--- src/rtl/srr_pkg.sv ---
// Shared types and constants for the selective repeat receiver.
// Used by srr_ctrl, srr_dp and selective_repeat_receiver_top.
package srr_pkg;

  localparam int SEQ_BITS_DEF = 4;
  localparam int DATA_W       = 64;
  localparam int WIN_W        = 4;
  localparam int WIN_HARD_MAX = 8;
  localparam logic [WIN_W-1:0] WIN_RESET = 4'd8;

  localparam logic KIND_ACK = 1'b0;
  localparam logic KIND_DLV = 1'b1;

  typedef enum logic [1:0] {
    ST_IDLE,
    ST_ACK,
    ST_DLV
  } state_t;

  // Commands from the controller to the datapath.
  typedef struct packed {
    logic capture;
    logic emit_ack;
    logic emit_dlv;
  } cmd_t;

  // Status from the datapath to the controller.
  typedef struct packed {
    logic good_beat;
    logic out_free;
    logic pending;
    logic dlv_last;
  } status_t;

endpackage

--- src/rtl/selective_repeat_receiver_top.sv ---
// Selective repeat receiver: one packet beat in, one ACK beat and up to one
// window of in-order delivery beats out. The ACK beat is loaded into the
// output register in the ACK state that follows acceptance, then one
// delivery beat per cycle while the output is not stalled; no new packet is
// accepted until the last beat of the packet has been loaded.
// Reset: window base 0, all marks cleared, window size 8; store not cleared.
module selective_repeat_receiver_top
  import srr_pkg::*;
#(
  parameter int SEQ_BITS = SEQ_BITS_DEF
) (
  input  logic                                      clk,
  input  logic                                      rst,
  input  logic                                      cfg_we,
  input  logic [WIN_W-1:0]                          cfg_wdata,
  input  logic                                      s_tvalid,
  output logic                                      s_tready,
  // seq_num, payload; zero padded to whole bytes
  input  logic [((SEQ_BITS+DATA_W+7)/8)*8-1:0]      s_tdata,
  // checksum_ok
  input  logic                                      s_tuser,
  output logic                                      m_tvalid,
  input  logic                                      m_tready,
  // ack_num, data; zero padded to whole bytes
  output logic [((SEQ_BITS+DATA_W+7)/8)*8-1:0]      m_tdata,
  // kind
  output logic                                      m_tuser,
  output logic                                      m_tlast
);

  localparam int TDATA_W = ((SEQ_BITS + DATA_W + 7) / 8) * 8;
  localparam int PAD_W   = TDATA_W - SEQ_BITS - DATA_W;

  cmd_t                cmd;
  status_t             status;
  logic                in_ready;
  logic [SEQ_BITS-1:0] out_ack;
  logic [DATA_W-1:0]   out_data;

  srr_ctrl u_ctrl (
    .clk      (clk),
    .rst      (rst),
    .status   (status),
    .cmd      (cmd),
    .in_ready (in_ready)
  );

  srr_dp #(
    .SEQ_BITS (SEQ_BITS)
  ) u_dp (
    .clk        (clk),
    .rst        (rst),
    .cfg_we     (cfg_we),
    .cfg_wdata  (cfg_wdata),
    .in_valid   (s_tvalid),
    .in_seq     (s_tdata[SEQ_BITS-1:0]),
    .in_ok      (s_tuser),
    .in_payload (s_tdata[SEQ_BITS+DATA_W-1:SEQ_BITS]),
    .cmd        (cmd),
    .status     (status),
    .out_valid  (m_tvalid),
    .out_ready  (m_tready),
    .out_kind   (m_tuser),
    .out_ack    (out_ack),
    .out_data   (out_data),
    .out_last   (m_tlast)
  );

  assign s_tready = in_ready;
  assign m_tdata  = {{PAD_W{1'b0}}, out_data, out_ack};

endmodule

--- src/rtl/srr_ctrl.sv ---
// Sequencing state machine of the selective repeat receiver.
// Depends on srr_pkg; drives commands into srr_dp.
module srr_ctrl
  import srr_pkg::*;
(
  input  logic    clk,
  input  logic    rst,
  input  status_t status,
  output cmd_t    cmd,
  output logic    in_ready
);

  state_t state;
  state_t state_next;

  always_ff @(posedge clk) begin
    if (rst) begin
      state <= ST_IDLE;
    end else begin
      state <= state_next;
    end
  end

  always_comb begin
    state_next = state;
    cmd        = '0;
    in_ready   = 1'b0;
    unique case (state)
      ST_IDLE: begin
        in_ready = 1'b1;
        // A corrupt beat is taken and dropped without leaving idle.
        if (status.good_beat) begin
          cmd.capture = 1'b1;
          state_next  = ST_ACK;
        end
      end
      ST_ACK: begin
        if (status.out_free) begin
          cmd.emit_ack = 1'b1;
          state_next   = status.pending ? ST_DLV : ST_IDLE;
        end
      end
      ST_DLV: begin
        if (status.out_free) begin
          cmd.emit_dlv = 1'b1;
          state_next   = status.dlv_last ? ST_IDLE : ST_DLV;
        end
      end
      default: begin
        state_next = ST_IDLE;
      end
    endcase
  end

endmodule

--- src/rtl/srr_dp.sv ---
// Datapath of the selective repeat receiver: window base, received marks,
// payload store, window register and the output register. Depends on srr_pkg.
module srr_dp
  import srr_pkg::*;
#(
  parameter int SEQ_BITS = SEQ_BITS_DEF
) (
  input  logic                clk,
  input  logic                rst,
  input  logic                cfg_we,
  input  logic [WIN_W-1:0]    cfg_wdata,
  input  logic                in_valid,
  input  logic [SEQ_BITS-1:0] in_seq,
  input  logic                in_ok,
  input  logic [DATA_W-1:0]   in_payload,
  input  cmd_t                cmd,
  output status_t             status,
  output logic                out_valid,
  input  logic                out_ready,
  output logic                out_kind,
  output logic [SEQ_BITS-1:0] out_ack,
  output logic [DATA_W-1:0]   out_data,
  output logic                out_last
);

  localparam int SEQ_SPACE = 2 ** SEQ_BITS;
  localparam int WIN_CAP_I = (SEQ_SPACE / 2 > WIN_HARD_MAX) ? WIN_HARD_MAX : SEQ_SPACE / 2;
  localparam logic [WIN_W-1:0] WIN_CAP = WIN_W'(WIN_CAP_I);

  logic [WIN_W-1:0]     win_cfg;
  logic [WIN_W-1:0]     win;
  logic [SEQ_BITS-1:0]  base;
  logic [SEQ_BITS-1:0]  base_inc;
  logic [SEQ_BITS-1:0]  offset;
  logic                 hit;
  logic [SEQ_SPACE-1:0] flags;
  logic [DATA_W-1:0]    store [SEQ_SPACE];
  logic [DATA_W-1:0]    rdata;
  logic [SEQ_BITS-1:0]  rd_addr;
  logic [SEQ_BITS-1:0]  seq_q;
  logic                 hit_q;
  logic [WIN_W-1:0]     cnt;

  always_ff @(posedge clk) begin
    if (rst) begin
      win_cfg <= WIN_RESET;
    end else if (cfg_we) begin
      win_cfg <= cfg_wdata;
    end
  end

  // Clamp the configured window into one to the cap.
  always_comb begin
    if (win_cfg == '0) begin
      win = WIN_W'(1);
    end else if (win_cfg > WIN_CAP) begin
      win = WIN_CAP;
    end else begin
      win = win_cfg;
    end
  end

  assign base_inc = base + SEQ_BITS'(1);
  assign offset   = in_seq - base;
  assign hit      = {{WIN_W{1'b0}}, offset} < {{SEQ_BITS{1'b0}}, win};

  always_ff @(posedge clk) begin
    if (rst) begin
      base  <= '0;
      flags <= '0;
    end else if (cmd.capture && hit) begin
      flags[in_seq] <= 1'b1;
    end else if (cmd.emit_dlv) begin
      flags[base] <= 1'b0;
      base        <= base_inc;
    end
  end

  always_ff @(posedge clk) begin
    if (cmd.capture) begin
      seq_q <= in_seq;
      hit_q <= hit;
    end
  end

  always_ff @(posedge clk) begin
    if (rst) begin
      cnt <= '0;
    end else if (cmd.capture) begin
      cnt <= '0;
    end else if (cmd.emit_dlv) begin
      cnt <= cnt + WIN_W'(1);
    end
  end

  // The read port follows the base ahead by one step, so the word at the
  // current base is always ready in rdata during delivery.
  assign rd_addr = cmd.emit_dlv ? base_inc : base;

  always_ff @(posedge clk) begin
    if (cmd.capture && hit) begin
      store[in_seq] <= in_payload;
    end
    rdata <= store[rd_addr];
  end

  assign status.good_beat = in_valid && in_ok;
  assign status.out_free  = !out_valid || out_ready;
  assign status.pending   = hit_q && flags[base];
  assign status.dlv_last  = (cnt + WIN_W'(1) == win) || !flags[base_inc];

  always_ff @(posedge clk) begin
    if (rst) begin
      out_valid <= 1'b0;
    end else if (cmd.emit_ack || cmd.emit_dlv) begin
      out_valid <= 1'b1;
    end else if (out_ready) begin
      out_valid <= 1'b0;
    end
  end

  always_ff @(posedge clk) begin
    if (cmd.emit_ack) begin
      out_kind <= KIND_ACK;
      out_ack  <= seq_q;
      out_data <= '0;
      out_last <= !status.pending;
    end else if (cmd.emit_dlv) begin
      out_kind <= KIND_DLV;
      out_ack  <= '0;
      out_data <= rdata;
      out_last <= status.dlv_last;
    end
  end

  a_dlv_marked: assert property (@(posedge clk) disable iff (rst)
    cmd.emit_dlv |-> flags[base])
    else $error("delivery from an unmarked slot");

  a_dlv_bound: assert property (@(posedge clk) disable iff (rst)
    cmd.emit_dlv |-> (cnt < win))
    else $error("more than one window delivered for a packet");

  a_mark_set: assert property (@(posedge clk) disable iff (rst)
    (cmd.capture && hit) |=> flags[seq_q])
    else $error("accepted in-window packet not marked");

  a_load_free: assert property (@(posedge clk) disable iff (rst)
    (out_valid && !out_ready) |-> !(cmd.emit_ack || cmd.emit_dlv))
    else $error("output register overwritten while stalled");

endmodule
--- config.mk ---
export PLATFORM = sky130hd
export DESIGN_NAME = selective_repeat_receiver_top
export DESIGN_NICKNAME = d
export VERILOG_FILES = /design/src/rtl/srr_pkg.sv /design/src/rtl/selective_repeat_receiver_top.sv /design/src/rtl/srr_ctrl.sv /design/src/rtl/srr_dp.sv
export SDC_FILE = /design/constraint.sdc
export NUM_CORES = 2
export LEC_CHECK = 0
export BUFFER_PORTS_ARGS = -buffer_cell sky130_fd_sc_hd__clkbuf_2
export CAP_MARGIN = 25
export CORE_ASPECT_RATIO = 1.4
export CORE_MARGIN = 3
export CORE_UTILIZATION = 55
export DETAILED_ROUTE_END_ITERATION = 10
export PLACE_DENSITY = 0.73
export SYNTH_ARGS = -nofsm -noshare
export SYNTH_HDL_FRONTEND = slang
export SYNTH_HIERARCHICAL = 1
export SYNTH_SLANG_ARGS = --single-unit
--- constraint.sdc ---
create_clock -name clk -period 12.4 [get_ports clk]
set_clock_uncertainty 0.1 [all_clocks]
set_input_delay 1.86 -clock clk [delete_from_list [all_inputs] [get_ports clk]]
set_output_delay 1.86 -clock clk [all_outputs]
set_load 0.01 [all_outputs]
# --- Word-level counts from Yosys, hierarchy flattened ---
# Memory sizes are Yosys's and may differ from the RTL's. A register that Yosys moved wholly into a read port is not among the register bits.
# Index checks and enable logic that the tools add are counted.
classes:
  order_cmp: 7
  bitwise: 3
  muxes: 33
  n_eq_ne: 6
  reduce_logical: 18
  addsub: 3
op_table:
  columns: ["cell", "n"]
  rows:
  - ["$mux W16", 2]
  - ["$mux W4", 5]
  - ["$and A16 B16 Y16", 1]
  - ["$mux W1", 16]
  - ["$not A16 Y16", 1]
  - ["$or A16 B16 Y16", 1]
  - ["$lt A4 B5 Y1 const B", 3]
  - ["$mux W2", 5]
  - ["$add A4 B1 Y4 const B", 2]
  - ["$bmux W1 S4", 2]
  - ["$demux W1 S4", 2]
  - ["$ge A4 B1 Y1 const B", 2]
  - ["$ne A2 B2 Y1 const B", 3]
  - ["$pmux W2 S3", 1]
  - ["$reduce_bool A2 Y1", 3]
  - ["$logic_and A1 B1 Y1", 5]
  - ["$eq A4 B4 Y1", 1]
  - ["$gt A4 B4 Y1 const B", 1]
  - ["$logic_not A4 Y1", 1]
  - ["$lt A4 B4 Y1", 1]
  - ["$sub A4 B4 Y4", 1]
  - ["$logic_not A1 Y1", 3]
  - ["$logic_or A1 B1 Y1", 3]
  - ["$reduce_and A3 Y1", 1]
  - ["other kinds (4)", 4]
totals:
  ramBits: 1024
  in_bits: 82
  memories: 1
  output_inout_bits: 76
  wordCells: 83
  regBits: 106
mem_list:
  columns: ["memory", "words", "word_bits", "rd", "rd_ports_with_merged_regs", "wr", "line", "rtl"]
  rows:
  - ["u_dp.store", 16, 64, 1, 1, 1, "srr_dp.sv:37", "logic [DATA_W-1:0] store [SEQ_SPACE];"]

# --- Depth between registers and ports, before layout ---
# Gate-level depths: netlist (run 1).
depth:
  word_depth: 8
  ltp_mapped: 15
  ltp_nobuf: 12

# --- Cells and area by module ---
# Netlist (run 1), hierarchy kept.
by_module_without_submodules:
  columns: ["module", "instances", "seq_area_each_um2", "area_each_um2", "cells_per_inst"]
  rows:
  - ["srr_dp", 1, 34212.8, 48525.3, 2275]
  - ["srr_ctrl", 1, 40.0, 100.1, 12]
  - ["selective_repeat_receiver_top", 1, 0.0, 33.8, 5]

# --- Least setup slack after synthesis (run 1) ---
# Ideal clock, no wire load.
synth_path:
  path_kind: "input port to flip-flop"
  startpoint: "input port s_tdata[0]"
  endpoint: "register u_dp.flags[2]"
  path_buffers: 1
  path_stages: 12
  arrival_time_ns: 11.055
  path_slack_ns: 1.158
  cell_sequence: "inv_1 -> ha_1 -> inv_1 -> fa_1 -> xor2_1 -> ha_1 -> o211ai_1 -> a31oi_1 -> or2_1 -> buf_4 -> nor4b_1 -> o221a_2"
synth_between:
  elab_chain_cells: 6
  elab_cells_between_ends: 11
  classes_between: "add/sub (1); order compare (3); mux (3); bitwise (1); reduce/logical (3)"
synth_lines:
  columns: ["item", "line", "rtl"]
  rows:
  - ["from (decl)", "selective_repeat_receiver_top.sv:19", "input logic [((SEQ_BITS+DATA_W+7)/8)*8-1:0] s_tdata,"]
  - ["$lt A4 B5 Y1 (not written as such) or $ge A4 B1 Y1 (tied branches)", "srr_dp.sv:72", "flags[in_seq] <= 1'b1;"]
  - ["$logic_and A1 B1 Y1 (not written as such)", "srr_dp.sv:72", null]
  - ["$mux W1 (not written as such)", "srr_dp.sv:72", null]
  - ["$demux W1 S4", null, null]
  - ["$or A16 B16 Y16 (no source line)", null, null]
  - ["$mux W16", "srr_dp.sv:71", "end else if (cmd.capture && hit) begin"]
  - ["to (signal assigned)", "srr_dp.sv:70", "flags <= '0;"]
  - ["to (signal, indexed assignment)", "srr_dp.sv:72", null]
  - ["to (signal, indexed assignment)", "srr_dp.sv:74", "flags[base] <= 1'b0;"]
  - ["to (decl)", "srr_dp.sv:36", "logic [SEQ_SPACE-1:0] flags;"]
# Parallel ways exist; a longest one is shown, timed or not.
# A chain may end at the register's enable or synchronous reset.

# --- Worst setup path in the final report (run 1) ---
layout_path:
  startpoint: "input port s_tdata[1]"
  endpoint: "memory u_dp.store[11][33], enable pin"
layout_between:
  elab_chain_cells: 5
layout_lines:
  columns: ["item", "line", "rtl"]
  rows:
  - ["$sub A4 B4 Y4", "srr_dp.sv:64", "assign offset = in_seq - base;"]
  - ["$lt A4 B4 Y1", "srr_dp.sv:65", "assign hit = {{WIN_W{1'b0}}, offset} < {{SEQ_BITS{1'b0}}, win};"]
  - ["$logic_and A1 B1 Y1", "srr_dp.sv:101", "if (cmd.capture && hit) begin"]
  - ["$mux W1", "srr_dp.sv:101", null]
  - ["$mux W1 (not written as such)", "srr_dp.sv:102", "store[in_seq] <= in_payload;"]
  - ["to (decl)", "srr_dp.sv:37", null]
# Parallel ways exist; a longest one is shown, timed or not.

==> impl_metrics.xml, run 1 <==
<?xml version="1.0" encoding="UTF-8"?>
<metrics>
  <group name="outcome">
    <metric name="status" unit="">finished, final reports clean</metric>
  </group>
  <group name="placement">
    <metric name="place_hpwl" unit="mm">54.55</metric>
    <metric name="placement.io_buffers" unit="">149</metric>
    <metric name="place_worst_setup_slack" unit="ps">6143</metric>
    <metric name="routabilityCongestion" unit="">0.7523</metric>
  </group>
  <group name="die">
    <metric name="initial_core_util" unit="">0.5565</metric>
    <metric name="rows" unit="">128</metric>
    <metric name="die_y" unit="um">357.9</metric>
    <metric name="die-width" unit="um">257.4</metric>
    <metric name="die-area" unit="um^2">92130</metric>
    <metric name="floorplan.io_pins" unit="">158</metric>
    <metric name="placeableCoreArea" unit="um^2">87440</metric>
  </group>
  <group name="sta">
    <metric name="finalWorstPathRequiredPeriod" unit="ps">5640</metric>
    <metric name="postLayoutSetupSlackWorst" unit="ps">6760</metric>
    <metric name="hold_violations" unit="">0</metric>
    <metric name="setup_viol" unit="">0</metric>
    <metric name="tightest_slew" unit="ps">1107</metric>
    <metric name="relative_slew_slack" unit="">0.2620</metric>
    <metric name="timing.final.crit_share" unit="">0.4549</metric>
    <metric name="max_slew_vio_count" unit="">0</metric>
    <metric name="setup-tns-final" unit="ps">0</metric>
    <metric name="setup_repair_after_global_routing_missed_its_margin" unit="">no</metric>
    <metric name="fmax" unit="GHz">0.1773</metric>
  </group>
  <group name="layout">
    <metric name="fillCellCount" unit="">6007</metric>
    <metric name="final_core_util" unit="">0.6219</metric>
    <metric name="post_route_cells_drive_above_1_share" unit="">0.3414</metric>
    <metric name="final_net_count" unit="">2548</metric>
    <metric name="flow.area_growth_from_synthesis" unit="%">11.76</metric>
    <metric name="area_of_combinational_cells_with_multiple_inputs" unit="um^2">13720</metric>
    <metric name="register_area" unit="um^2">34260</metric>
  </group>
  <group name="worst_setup_path">
    <metric name="startpoint_type" unit="">input pin</metric>
    <metric name="cpPeakStageDelay" unit="ps">800</metric>
    <metric name="worstPathRequired" unit="ps">12590</metric>
    <metric name="crit_buf_inv" unit="">3</metric>
    <metric name="worst-path-max-fanout" unit="">41</metric>
    <metric name="setup.worst_path.end_class" unit="">flip-flop</metric>
    <metric name="crit_type" unit="">in2reg</metric>
    <metric name="crit_path_cell_trace" unit="">clkbuf_2, ha_1, a21o_1, a21oi_1, xnor2_1, ha_1, a21oi_1, nand2_1, or2_1, nor4b_2, buf_4, buf_4</metric>
    <metric name="cp_data_arrival_time" unit="ps">5830</metric>
    <metric name="critical_path.slowest_cell" unit="">sky130_fd_sc_hd__buf_4</metric>
    <metric name="cpLargestDelayFamily" unit="">buffers and inverters</metric>
  </group>
  <group name="synth">
    <metric name="combined_area_of_all_synthesized_cells" unit="um^2">48660</metric>
    <metric name="ffs_w_async_s_r_synth" unit="">0</metric>
    <metric name="ys_seq_area_frac" unit="">0.7039</metric>
    <metric name="synthFlopType" unit="">sky130_fd_sc_hd__edfxtp_1</metric>
    <metric name="yosys_register_bits" unit="">1194</metric>
    <metric name="netlist-cell-type-count" unit="">51</metric>
    <metric name="synth_enable_flop_cells" unit="">1034</metric>
    <metric name="synth.avg_cell_area" unit="um^2">21.23</metric>
    <metric name="post_synth_inst_count" unit="">2292</metric>
    <metric name="synth_warnings" unit="">6</metric>
  </group>
  <group name="global_route">
    <metric name="grt_overflow" unit="">0</metric>
    <metric name="first_global_vias" unit="">25260</metric>
    <metric name="grt_max_degree" unit="">134</metric>
    <metric name="antenna_found_initial" unit="">6</metric>
    <metric name="grt_pass1_wl" unit="mm">161.4</metric>
    <metric name="track_usage" unit="">0.2355</metric>
  </group>
  <group name="power">
    <metric name="total_power" unit="mW">8.193</metric>
    <metric name="ir_worst_vdd" unit="uV">126.1</metric>
    <metric name="p_per_area" unit="nW/um^2">150.7</metric>
    <metric name="power_leakage" unit="nW">17.77</metric>
  </group>
  <group name="clock_tree">
    <metric name="tritoncts_num_sinks" unit="">1194</metric>
    <metric name="clkTransAtPathRegs" unit="ps">60</metric>
    <metric name="clk-insertion-delay-late" unit="ps">680</metric>
    <metric name="tritoncts" unit="">done</metric>
    <metric name="cts_max_level" unit="">3</metric>
    <metric name="root_buffer" unit="">sky130_fd_sc_hd__clkbuf_16</metric>
    <metric name="clock_path_buffers" unit="">3</metric>
    <metric name="cts-hold-fix-buffers" unit="">0</metric>
    <metric name="cts-resized-gates" unit="">0</metric>
    <metric name="cts_setup_buffers" unit="">0</metric>
    <metric name="cts_inserted_buffers" unit="">109</metric>
  </group>
  <group name="routing">
    <metric name="routed_wire_length_per_instance" unit="um">28.53</metric>
    <metric name="dr_wl_met3" unit="mm">7.340</metric>
    <metric name="post_route_wl" unit="mm">106.2</metric>
    <metric name="first_pass_iters" unit="">5</metric>
    <metric name="vias_per_cell" unit="">6.469</metric>
    <metric name="number_of_design_rule_violations_left_after_detail_routing" unit="">0</metric>
    <metric name="drtIter0Drc" unit="">2157</metric>
    <metric name="final_antenna_net_count" unit="">0</metric>
    <metric name="dr_total_vias" unit="">24070</metric>
    <metric name="drt-met1-wl" unit="mm">42.88</metric>
    <metric name="route.top_layer_used" unit="">met5</metric>
    <metric name="wl_met2" unit="mm">53.85</metric>
  </group>
  <group name="worst_hold_path">
    <metric name="worstHoldPathType" unit="">reg2reg</metric>
  </group>
  <group name="run">
    <metric name="maximum_capacitance_violations" unit="">0</metric>
  </group>
</metrics>
==> cell families after synthesis <==
kind of cell	after synthesis	share of synthesized area
buf+inv	163	0.01761
flops	1194	0.7039
other cells	1	0.00007707
fa+ha+maj	12	0.003240
simple gates	214	0.01977
mux	592	0.2393
compound gates	101	0.01337
xor+xnor	15	0.002700
==> worst paths after layout <==
| check | startpoint | to | slack, ps | cells past startpoint |
|---|---|---|---|---|
| setup reg to reg | u_dp/base[1] | u_dp/store[11][33] | 7050 | 12 |
| hold reg to reg | u_dp/rdata[59] | u_dp/out_data[59] | 360 | 2 |
| hold / removal | u_dp/rdata[59] | u_dp/out_data[59] | 360 | 2 |
| setup / recovery | s_tdata[1] | u_dp/store[11][33] | 6760 | 12 |
==> registers in the layout, indices dropped and copies added, names as in the netlist <==
signal,count
u_dp/rdata,64
u_ctrl/state,2
u_dp/cnt,4
u_dp/out_valid,1
u_dp/out_last,1
u_dp/hit_q,1
u_dp/out_ack,4
u_dp/store,1024
u_dp/out_kind,1
u_dp/seq_q,4
u_dp/flags,16
u_dp/out_data,64
u_dp/win_cfg,4
u_dp/base,4
==> synth_stat cells (all sizes together) (8+ instances only) <==
cell | instances | area share
nand2 | 45 | 0.0035
xor2 | 8 | 0.0014
o221a | 16 | 0.0037
inv | 9 | 0.00069
buf | 124 | 0.015
nor2 | 120 | 0.0093
a21oi | 38 | 0.0039
dfxtp | 160 | 0.066
mux4 | 457 | 0.21
o21ai | 30 | 0.0031
clkbuf | 28 | 0.0022
edfxtp | 1034 | 0.64
mux2i | 135 | 0.028
ha | 11 | 0.0028
==> layer usage <==
layer	GRT usage	up-vias
met4	0.06487	4
met3	0.03673	139
met2	0.3932	977
met5	0	-
li1	-	9934
met1	0.3298	13020
==> final cells by class <==
| class | instances | area share |
|---|---|---|
| Timing Repair Buffer | 200 | 0.02121 |
| Tap cell | 1170 | 0.02692 |
| Clock inverter | 57 | 0.01166 |
| Clock buffer | 148 | 0.05701 |
| Multi-Input combinational cell | 938 | 0.2523 |
| Sequential cell | 1194 | 0.6300 |
| Antenna cell | 3 | 0.0001380 |
| Inverter | 11 | 0.0007592 |
==> through the flow <==
| stage | cell area [um^2] | instances | hold slack, ps |
|---|---|---|---|
| after floorplan | 48670 | 2295 | 340.3 |
| after global placement | 50640 | 3513 | 347.8 |
| after detailed placement | 50640 | 3513 | 352.0 |
| after CTS | 54370 | 3718 | 367.8 |
| after global routing | 54380 | 3721 | 390.9 |
| final | 54380 | 3721 | 363.3 |
==> report_power, final <==
group	switching, mW	internal (mW)	leakage (nW)
registers	0.0221	4.40	10.6
clock network	1.43	2.02	1.83
logic	0.179	0.141	5.32
total	1.63	6.56	17.8
==> cell usage in the layout, fill, tap and decap left out, drive strengths merged, types with 6 or more instances in the layout <==
master and n:
mux4 457, nor2 120, ha 11, o21ai 30
nor4b 7, dfxtp 160, clkinv 39, edfxtp 1034
xor2 8, bufinv 13, inv 9, o221a 16
xnor2 7, nor3 6, and2 7, clkinvlp 7
mux2i 135, buf 51, clkbuf 297, a21oi 38
nand2 45
==> worst register-to-register path: stages (launching register included) <==
cell and delay, ps:
sky130_fd_sc_hd__dfxtp_4 810, sky130_fd_sc_hd__inv_1 290, sky130_fd_sc_hd__ha_1 340, sky130_fd_sc_hd__a21o_1 180, sky130_fd_sc_hd__a21oi_1 180, sky130_fd_sc_hd__xnor2_1 150
sky130_fd_sc_hd__ha_1 270, sky130_fd_sc_hd__a21oi_1 190, sky130_fd_sc_hd__nand2_1 140, sky130_fd_sc_hd__or2_1 600, sky130_fd_sc_hd__nor4b_2 340, sky130_fd_sc_hd__buf_4 500
sky130_fd_sc_hd__buf_4 840
Note: power is estimated with default switching activity, not from simulation.
==> run 2: changes to the inputs <==
--- a/config.mk
+++ b/config.mk
@@ -11,7 +11,7 @@
 export CORE_MARGIN = 3
 export CORE_UTILIZATION = 55
 export DETAILED_ROUTE_END_ITERATION = 10
-export PLACE_DENSITY = 0.73
+export PLACE_DENSITY = 0.76
 export SYNTH_ARGS = -nofsm -noshare
 export SYNTH_HDL_FRONTEND = slang
 export SYNTH_HIERARCHICAL = 1
==> constraint.sdc (replaced) <==
create_clock -name clk -period 4.75 [get_ports clk]
set_clock_uncertainty 0.1 [all_clocks]
set_input_delay 0.7125 -clock clk [delete_from_list [all_inputs] [get_ports clk]]
set_output_delay 0.7125 -clock clk [all_outputs]
set_load 0.01 [all_outputs]
==> run 2 against run 1 <==
Total power rose to 2.6 times the previous value; clock-buffer cell count down 7; global-route usage grew 0.34 points; first-iteration DRC count grew 15%; sequential power grew to 2.6 times the previous value; register-to-register slack got worse by 6100 ps; final area up 0.79%; combinational power increased to 2.8 times the previous value; cell count about the same; setup slack lost 5800 ps; utilization rose by 0.49 points; critical path depth fell by 1.
==> impl_metrics.xml, run 2 (synthesis gave the netlist of run 1 again) <==
<?xml version="1.0" encoding="UTF-8"?>
<metrics>
  <group name="sta">
    <metric name="finalWorstPathRequiredPeriod" unit="ps">3837</metric>
    <metric name="setup_viol" unit="">0</metric>
    <metric name="tightest_slew" unit="ps">1087</metric>
    <metric name="max_slew_vio_count" unit="">0</metric>
    <metric name="setup_repair_after_global_routing_missed_its_margin" unit="">no</metric>
    <metric name="relative_slew_slack" unit="">0.2750</metric>
    <metric name="hold_violations" unit="">0</metric>
    <metric name="fmax" unit="GHz">0.2606</metric>
    <metric name="timing.final.crit_share" unit="">0.8077</metric>
    <metric name="finalHoldWorstSlack" unit="ps">141.6</metric>
    <metric name="setup-tns-final" unit="ps">0</metric>
  </group>
  <group name="routing">
    <metric name="final_antenna_net_count" unit="">0</metric>
    <metric name="number_of_design_rule_violations_left_after_detail_routing" unit="">0</metric>
    <metric name="vias_per_cell" unit="">6.536</metric>
    <metric name="dr_total_vias" unit="">24340</metric>
    <metric name="first_pass_iters" unit="">5</metric>
    <metric name="drtIter0Drc" unit="">2477</metric>
    <metric name="post_route_wl" unit="mm">108.2</metric>
    <metric name="routed_wire_length_per_instance" unit="um">29.07</metric>
  </group>
  <group name="clock_tree">
    <metric name="root_buffer" unit="">sky130_fd_sc_hd__clkbuf_16</metric>
    <metric name="clkTransAtPathRegs" unit="ps">70</metric>
    <metric name="cts_setup_buffers" unit="">0</metric>
    <metric name="cts-hold-fix-buffers" unit="">0</metric>
    <metric name="cts_max_level" unit="">3</metric>
    <metric name="cts-resized-gates" unit="">0</metric>
    <metric name="tritoncts_num_sinks" unit="">1194</metric>
    <metric name="cts_inserted_buffers" unit="">106</metric>
    <metric name="tritoncts" unit="">done</metric>
    <metric name="clock_path_buffers" unit="">3</metric>
    <metric name="clk-insertion-delay-late" unit="ps">700</metric>
  </group>
  <group name="global_route">
    <metric name="grt_overflow" unit="">0</metric>
    <metric name="track_usage" unit="">0.2388</metric>
    <metric name="first_global_vias" unit="">25740</metric>
    <metric name="grt_max_degree" unit="">147</metric>
    <metric name="antenna_found_initial" unit="">8</metric>
    <metric name="grt_pass1_wl" unit="mm">163.2</metric>
  </group>
  <group name="layout">
    <metric name="largest_register_ffs" unit="">1024</metric>
    <metric name="post_route_cells_drive_above_1_share" unit="">0.3379</metric>
    <metric name="finalNonFillerCells" unit="">3723</metric>
    <metric name="finalInstanceArea" unit="um^2">54810</metric>
    <metric name="final_net_count" unit="">2551</metric>
    <metric name="mostFrequentLayoutCell" unit="">sky130_fd_sc_hd__edfxtp_1</metric>
    <metric name="final_core_util" unit="">0.6268</metric>
    <metric name="flow.area_growth_from_synthesis" unit="%">12.64</metric>
    <metric name="max_flop_register" unit="">u_dp/store</metric>
    <metric name="most_frequent_cells_in_the_layout" unit="">sky130_fd_sc_hd__edfxtp_1 (1034), sky130_fd_sc_hd__mux4_2 (457), sky130_fd_sc_hd__dfxtp_1 (158)</metric>
    <metric name="fillCellCount" unit="">5819</metric>
    <metric name="top_regs" unit="">u_dp/store x1024, u_dp/out_data x64, u_dp/rdata x64</metric>
  </group>
  <group name="power">
    <metric name="power_leakage" unit="nW">17.89</metric>
    <metric name="p_per_area" unit="nW/um^2">383.7</metric>
    <metric name="ir_worst_vdd" unit="uV">274.5</metric>
  </group>
  <group name="worst_setup_path">
    <metric name="worstPathRequired" unit="ps">4960</metric>
    <metric name="critical_path.slowest_cell" unit="">sky130_fd_sc_hd__buf_12</metric>
    <metric name="crit_path_cell_trace" unit="">clkinv_1, ha_1, a21oi_2, xnor2_1, ha_1, a21oi_2, nand2_1, or2_1, buf_12, nor4b_4, buf_12</metric>
    <metric name="worst-path-max-fanout" unit="">65</metric>
    <metric name="cp_data_arrival_time" unit="ps">4050</metric>
    <metric name="cpLargestDelayFamily" unit="">buffers and inverters</metric>
    <metric name="crit_type" unit="">reg2reg</metric>
    <metric name="cpPeakStageDelay" unit="ps">480</metric>
    <metric name="crit_buf_inv" unit="">3</metric>
    <metric name="setup.worst_path.end_class" unit="">flip-flop</metric>
    <metric name="startpoint_type" unit="">flip-flop</metric>
  </group>
  <group name="placement">
    <metric name="placement.io_buffers" unit="">149</metric>
    <metric name="placedCellCount" unit="">3519</metric>
    <metric name="dpl_cell_area" unit="um^2">51310</metric>
    <metric name="routabilityCongestion" unit="">0.7522</metric>
    <metric name="place_hpwl" unit="mm">56.30</metric>
  </group>
  <group name="run">
    <metric name="maximum_capacitance_violations" unit="">0</metric>
  </group>
  <group name="die">
    <metric name="die_y" unit="um">357.9</metric>
    <metric name="rows" unit="">128</metric>
    <metric name="floorplan.io_pins" unit="">158</metric>
    <metric name="die-area" unit="um^2">92130</metric>
    <metric name="initial_core_util" unit="">0.5565</metric>
    <metric name="placeableCoreArea" unit="um^2">87440</metric>
    <metric name="die-width" unit="um">257.4</metric>
  </group>
  <group name="worst_hold_path">
    <metric name="worstHoldPathType" unit="">in2reg</metric>
  </group>
  <group name="outcome">
    <metric name="status" unit="">finished, final reports clean</metric>
  </group>
</metrics>
==> run 2: cell count changes in the layout (fill, tap and decap cells not counted), sizes merged <==
| cell | change |
|---|---|
| clkinvlp | -5 |
| diode | +2 |
| clkinv | +7 |
| bufinv | -3 |
| buf | +6 |
| clkbuf | -7 |
| inv | +2 |
==> run 2: worst paths after layout <==
path                        from                end  slack, ps  cells past startpoint
hold reg to reg   u_dp/rdata[15]  u_dp/out_data[15]        370                      2
setup reg to reg    u_dp/base[2]  u_dp/store[2][29]        910                     11
hold / removal      cfg_wdata[3]    u_dp/win_cfg[3]        140                      3
setup / recovery    u_dp/base[2]  u_dp/store[2][29]        910                     11
==> run 2: through the flow <==
stage | power [mW] | worst slack [ps]
after detailed placement | 12.65 | 652.0
final | 21.03 | 913.4
after global placement | 12.61 | 637.3
after floorplan | 12.31 | -518.3
after global routing | 21.64 | 764.9
after CTS | 21.20 | 942.8
==> run 2: worst reg2reg max path, delay by kind of cell (launching register included) <==
kind	cells	cell delay [ps]
and+or+nand+nor	3	710
adders and majority gates	2	700
xor gates and xnor gates	1	150
AOI/OAI and AO/OA	2	300
buffers and inverters	3	980
DFF	1	450
==> run 2: final cells by class <==
cell class / count / area [um^2] / area share
diodes: 5 / 12.51 / 0.0002283
clock buffers: 141 / 2920 / 0.05328
clock inverters: 58 / 565.5 / 0.01032
inverters: 11 / 57.56 / 0.001050
multi-input cells: 938 / 13840 / 0.2526
flip-flops and latches: 1194 / 34260 / 0.6251
well taps: 1170 / 1464 / 0.02671
repair buffers: 206 / 1687 / 0.03077
==> run 2: routing by layer <==
layer | vias to the layer above | routed length, um | track usage
li1 | 9959 | - | -
met1 | 13040 | 40610 | 0.3094
met2 | 1120 | 56950 | 0.4162
met3 | 211 | 7659 | 0.04281
met4 | 4 | 2985 | 0.07604
met5 | - | 26 | 0
==> run 2: power by group <==
group / internal [mW] / total (mW) / switching [mW]
Combinational: 0.391 / 0.903 / 0.512
Sequential: 11.5 / 11.5 / 0.0417
Clock: 4.87 / 8.61 / 3.74
Total: 16.7 / 21.0 / 4.29
==> run 3: changes to the inputs <==
==> constraint.sdc (replaced) <==
create_clock -name clk -period 3.3 [get_ports clk]
set_clock_uncertainty 0.1 [all_clocks]
set_input_delay 0.495 -clock clk [delete_from_list [all_inputs] [get_ports clk]]
set_output_delay 0.495 -clock clk [all_outputs]
set_load 0.01 [all_outputs]
==> run 3 against run 2 <==
Clock power is 46% higher; routed wire length is 2.7% higher; largest power group unchanged; critical endpoint is now u_dp/store[7][49]; non-clock buffer count is 183 higher.
==> impl_metrics.xml, run 3 (synthesis gave the netlist of run 1 again) <==
<?xml version="1.0" encoding="UTF-8"?>
<metrics>
  <group name="sta">
    <metric name="hold_violations" unit="">0</metric>
    <metric name="fmax" unit="GHz">0.3105</metric>
    <metric name="max_slew_vio_count" unit="">0</metric>
    <metric name="timing.final.crit_share" unit="">0.9760</metric>
    <metric name="setup_viol" unit="">0</metric>
    <metric name="setup-tns-final" unit="ps">0</metric>
    <metric name="finalWorstPathRequiredPeriod" unit="ps">3221</metric>
    <metric name="finalHoldWorstSlack" unit="ps">56.41</metric>
    <metric name="relative_slew_slack" unit="">0.4263</metric>
    <metric name="tightest_slew" unit="ps">860.6</metric>
  </group>
  <group name="worst_hold_path">
    <metric name="worstHoldPathType" unit="">in2reg</metric>
    <metric name="min-delay-start" unit="">cfg_we</metric>
    <metric name="hold_path_end" unit="">u_dp/win_cfg[2]</metric>
    <metric name="instance_count_along_the_most_critical_hold_path" unit="">3</metric>
  </group>
  <group name="routing">
    <metric name="vias_per_cell" unit="">6.422</metric>
    <metric name="routed_wire_length_per_instance" unit="um">28.49</metric>
    <metric name="drtIter0Drc" unit="">2562</metric>
    <metric name="first_pass_iters" unit="">7</metric>
    <metric name="route.top_layer_used" unit="">met5</metric>
    <metric name="wl_met2" unit="mm">58.44</metric>
    <metric name="post_route_wl" unit="mm">111.1</metric>
    <metric name="dr_total_vias" unit="">25050</metric>
    <metric name="dr_wl_met3" unit="mm">7.899</metric>
    <metric name="drt-met1-wl" unit="mm">41.74</metric>
    <metric name="final_antenna_net_count" unit="">0</metric>
    <metric name="number_of_design_rule_violations_left_after_detail_routing" unit="">0</metric>
  </group>
  <group name="clock_tree">
    <metric name="clock_path_buffers" unit="">3</metric>
    <metric name="root_buffer" unit="">sky130_fd_sc_hd__clkbuf_16</metric>
    <metric name="cts_inserted_buffers" unit="">106</metric>
    <metric name="clkTransAtPathRegs" unit="ps">70</metric>
    <metric name="cts_max_level" unit="">3</metric>
    <metric name="clk-insertion-delay-late" unit="ps">700</metric>
    <metric name="tritoncts_num_sinks" unit="">1194</metric>
    <metric name="tritoncts" unit="">done</metric>
  </group>
  <group name="die">
    <metric name="rows" unit="">128</metric>
    <metric name="floorplan.io_pins" unit="">158</metric>
    <metric name="die_y" unit="um">357.9</metric>
    <metric name="initial_core_util" unit="">0.5565</metric>
    <metric name="die-area" unit="um^2">92130</metric>
    <metric name="placeableCoreArea" unit="um^2">87440</metric>
    <metric name="die-width" unit="um">257.4</metric>
  </group>
  <group name="layout">
    <metric name="register_area" unit="um^2">34260</metric>
    <metric name="fillCellCount" unit="">5566</metric>
    <metric name="post_route_cells_drive_above_1_share" unit="">0.3858</metric>
    <metric name="top_regs" unit="">u_dp/store x1024, u_dp/out_data x64, u_dp/rdata x64</metric>
    <metric name="max_flop_register" unit="">u_dp/store</metric>
    <metric name="area_of_combinational_cells_with_multiple_inputs" unit="um^2">13850</metric>
    <metric name="mostFrequentLayoutCell" unit="">sky130_fd_sc_hd__edfxtp_1</metric>
    <metric name="largest_register_ffs" unit="">1024</metric>
    <metric name="flow.area_growth_from_synthesis" unit="%">17.32</metric>
    <metric name="final_net_count" unit="">2734</metric>
    <metric name="most_frequent_cells_in_the_layout" unit="">sky130_fd_sc_hd__edfxtp_1 (1034), sky130_fd_sc_hd__mux4_2 (457), sky130_fd_sc_hd__dfxtp_1 (158)</metric>
    <metric name="finalInstanceArea" unit="um^2">57080</metric>
  </group>
  <group name="worst_setup_path">
    <metric name="startpoint_type" unit="">flip-flop</metric>
    <metric name="setup.worst_path.end_class" unit="">flip-flop</metric>
    <metric name="critical_path.slowest_cell" unit="">sky130_fd_sc_hd__fa_1</metric>
    <metric name="worst-r2r-setup-slack" unit="ps">80</metric>
    <metric name="cp_data_arrival_time" unit="ps">3500</metric>
    <metric name="crit_type" unit="">reg2reg</metric>
    <metric name="cpLargestDelayFamily" unit="">adder cells</metric>
    <metric name="worst-path-max-fanout" unit="">21</metric>
    <metric name="depth_of_the_worst_register_to_register_path" unit="">12</metric>
    <metric name="crit_path_cell_trace" unit="">ha_1, inv_1, fa_1, ha_1, o211ai_1, a31oi_2, or2_4, buf_12, buf_4, nor4_4, buf_4, buf_12</metric>
    <metric name="regToRegStartpoint" unit="">u_dp/base[0]</metric>
    <metric name="timing.rr.end" unit="">u_dp/store[7][49]</metric>
    <metric name="cpPeakStageDelay" unit="ps">440</metric>
    <metric name="worstPathRequired" unit="ps">3580</metric>
    <metric name="crit_buf_inv" unit="">5</metric>
  </group>
  <group name="run">
    <metric name="maximum_capacitance_violations" unit="">0</metric>
  </group>
  <group name="global_route">
    <metric name="track_usage" unit="">0.2453</metric>
    <metric name="grt_pass1_wl" unit="mm">168.7</metric>
    <metric name="grt_overflow" unit="">0</metric>
    <metric name="first_global_vias" unit="">26510</metric>
    <metric name="antenna_found_initial" unit="">4</metric>
    <metric name="grt_max_degree" unit="">98</metric>
  </group>
  <group name="power">
    <metric name="p_per_area" unit="nW/um^2">536.5</metric>
    <metric name="power_leakage" unit="nW">19.03</metric>
    <metric name="ir_worst_vdd" unit="uV">403.6</metric>
    <metric name="total_power" unit="mW">30.63</metric>
  </group>
  <group name="placement">
    <metric name="routabilityCongestion" unit="">0.8343</metric>
    <metric name="dpl_cell_area" unit="um^2">53230</metric>
    <metric name="placement.io_buffers" unit="">149</metric>
    <metric name="place_hpwl" unit="mm">68.04</metric>
  </group>
  <group name="outcome">
    <metric name="status" unit="">finished, final reports clean</metric>
  </group>
</metrics>
## run 3: cell types whose count changed in the layout (fill, tap and decap cells not counted), sizes merged
cell and delta:
inv +3, diode -2, buf +171, clkinv -20, dlygate4sd3 +8, clkinvlp +8, clkbuf +9
## run 3: through the flow
step	setup slack, ps	utilization	std cells
after floorplan	-1756	-	2295
after global placement	-287.3	0.6087	3686
after detailed placement	-268.2	0.6087	3686
after CTS	10.46	0.6506	3889
final	79.04	0.6528	3900
after global routing	-20.43	0.6528	3900
## run 3: worst max path at each step
stage	end	from	slack (ps)	depth (start not counted)
3_5_place_dp	u_dp/store[12][49]	s_tdata[0]	-270	13
3_3_place_gp	u_dp/store[12][50]	s_tdata[0]	-290	13
4_1_cts	u_dp/store[12][46]	u_dp/base[1]	10	13
5_1_grt	u_dp/store[12][8]	u_dp/base[0]	-20	11
6_report	u_dp/store[7][49]	u_dp/base[0]	80	12
2_1_floorplan	u_dp/flags[12]	u_dp/base[1]	-1760	15
## run 3: where the power goes
group          switching, mW  total [mW]  internal (mW)  leakage (nW)
combinational          0.795        1.44          0.641          6.68
clock                   5.40        12.6           7.22          1.73
sequential            0.0580        16.6           16.5          10.6
total                   6.25        30.6           24.4          19.0
## run 3: final cells by class
class,instances,area share
Multi-Input combinational cell,938,0.2426
Clock buffer,146,0.05306
Tap cell,1170,0.02564
Timing Repair Buffer,389,0.06795
Inverter,11,0.0008110
Antenna cell,3,0.0001315
Sequential cell,1194,0.6002
Clock inverter,49,0.009600
## run 3: worst reg2reg max path, delay by kind of cell, from the launching register on
family          cells  cell delay, ps
flops               1             340
fa+ha+maj           3             910
simple gates        2             460
compound gates      2             260
buf+inv             5             780
## run 3: routing by layer
layer  vias to the layer above  track usage
met5                         -            0
met2                      1101       0.4155
met3                       191      0.03864
met1                     13420       0.3310
met4                         2      0.08236
li1                      10340            -
## run 3: what timing repair did
item | 4_1_cts | 5_1_grt
hold buffers | 8 | 0
resized for setup | 0 | 11
setup buffers | 0 | 3
endpoints found under the hold margin | 4 | 0
setup endpoints to repair | 0 | 128
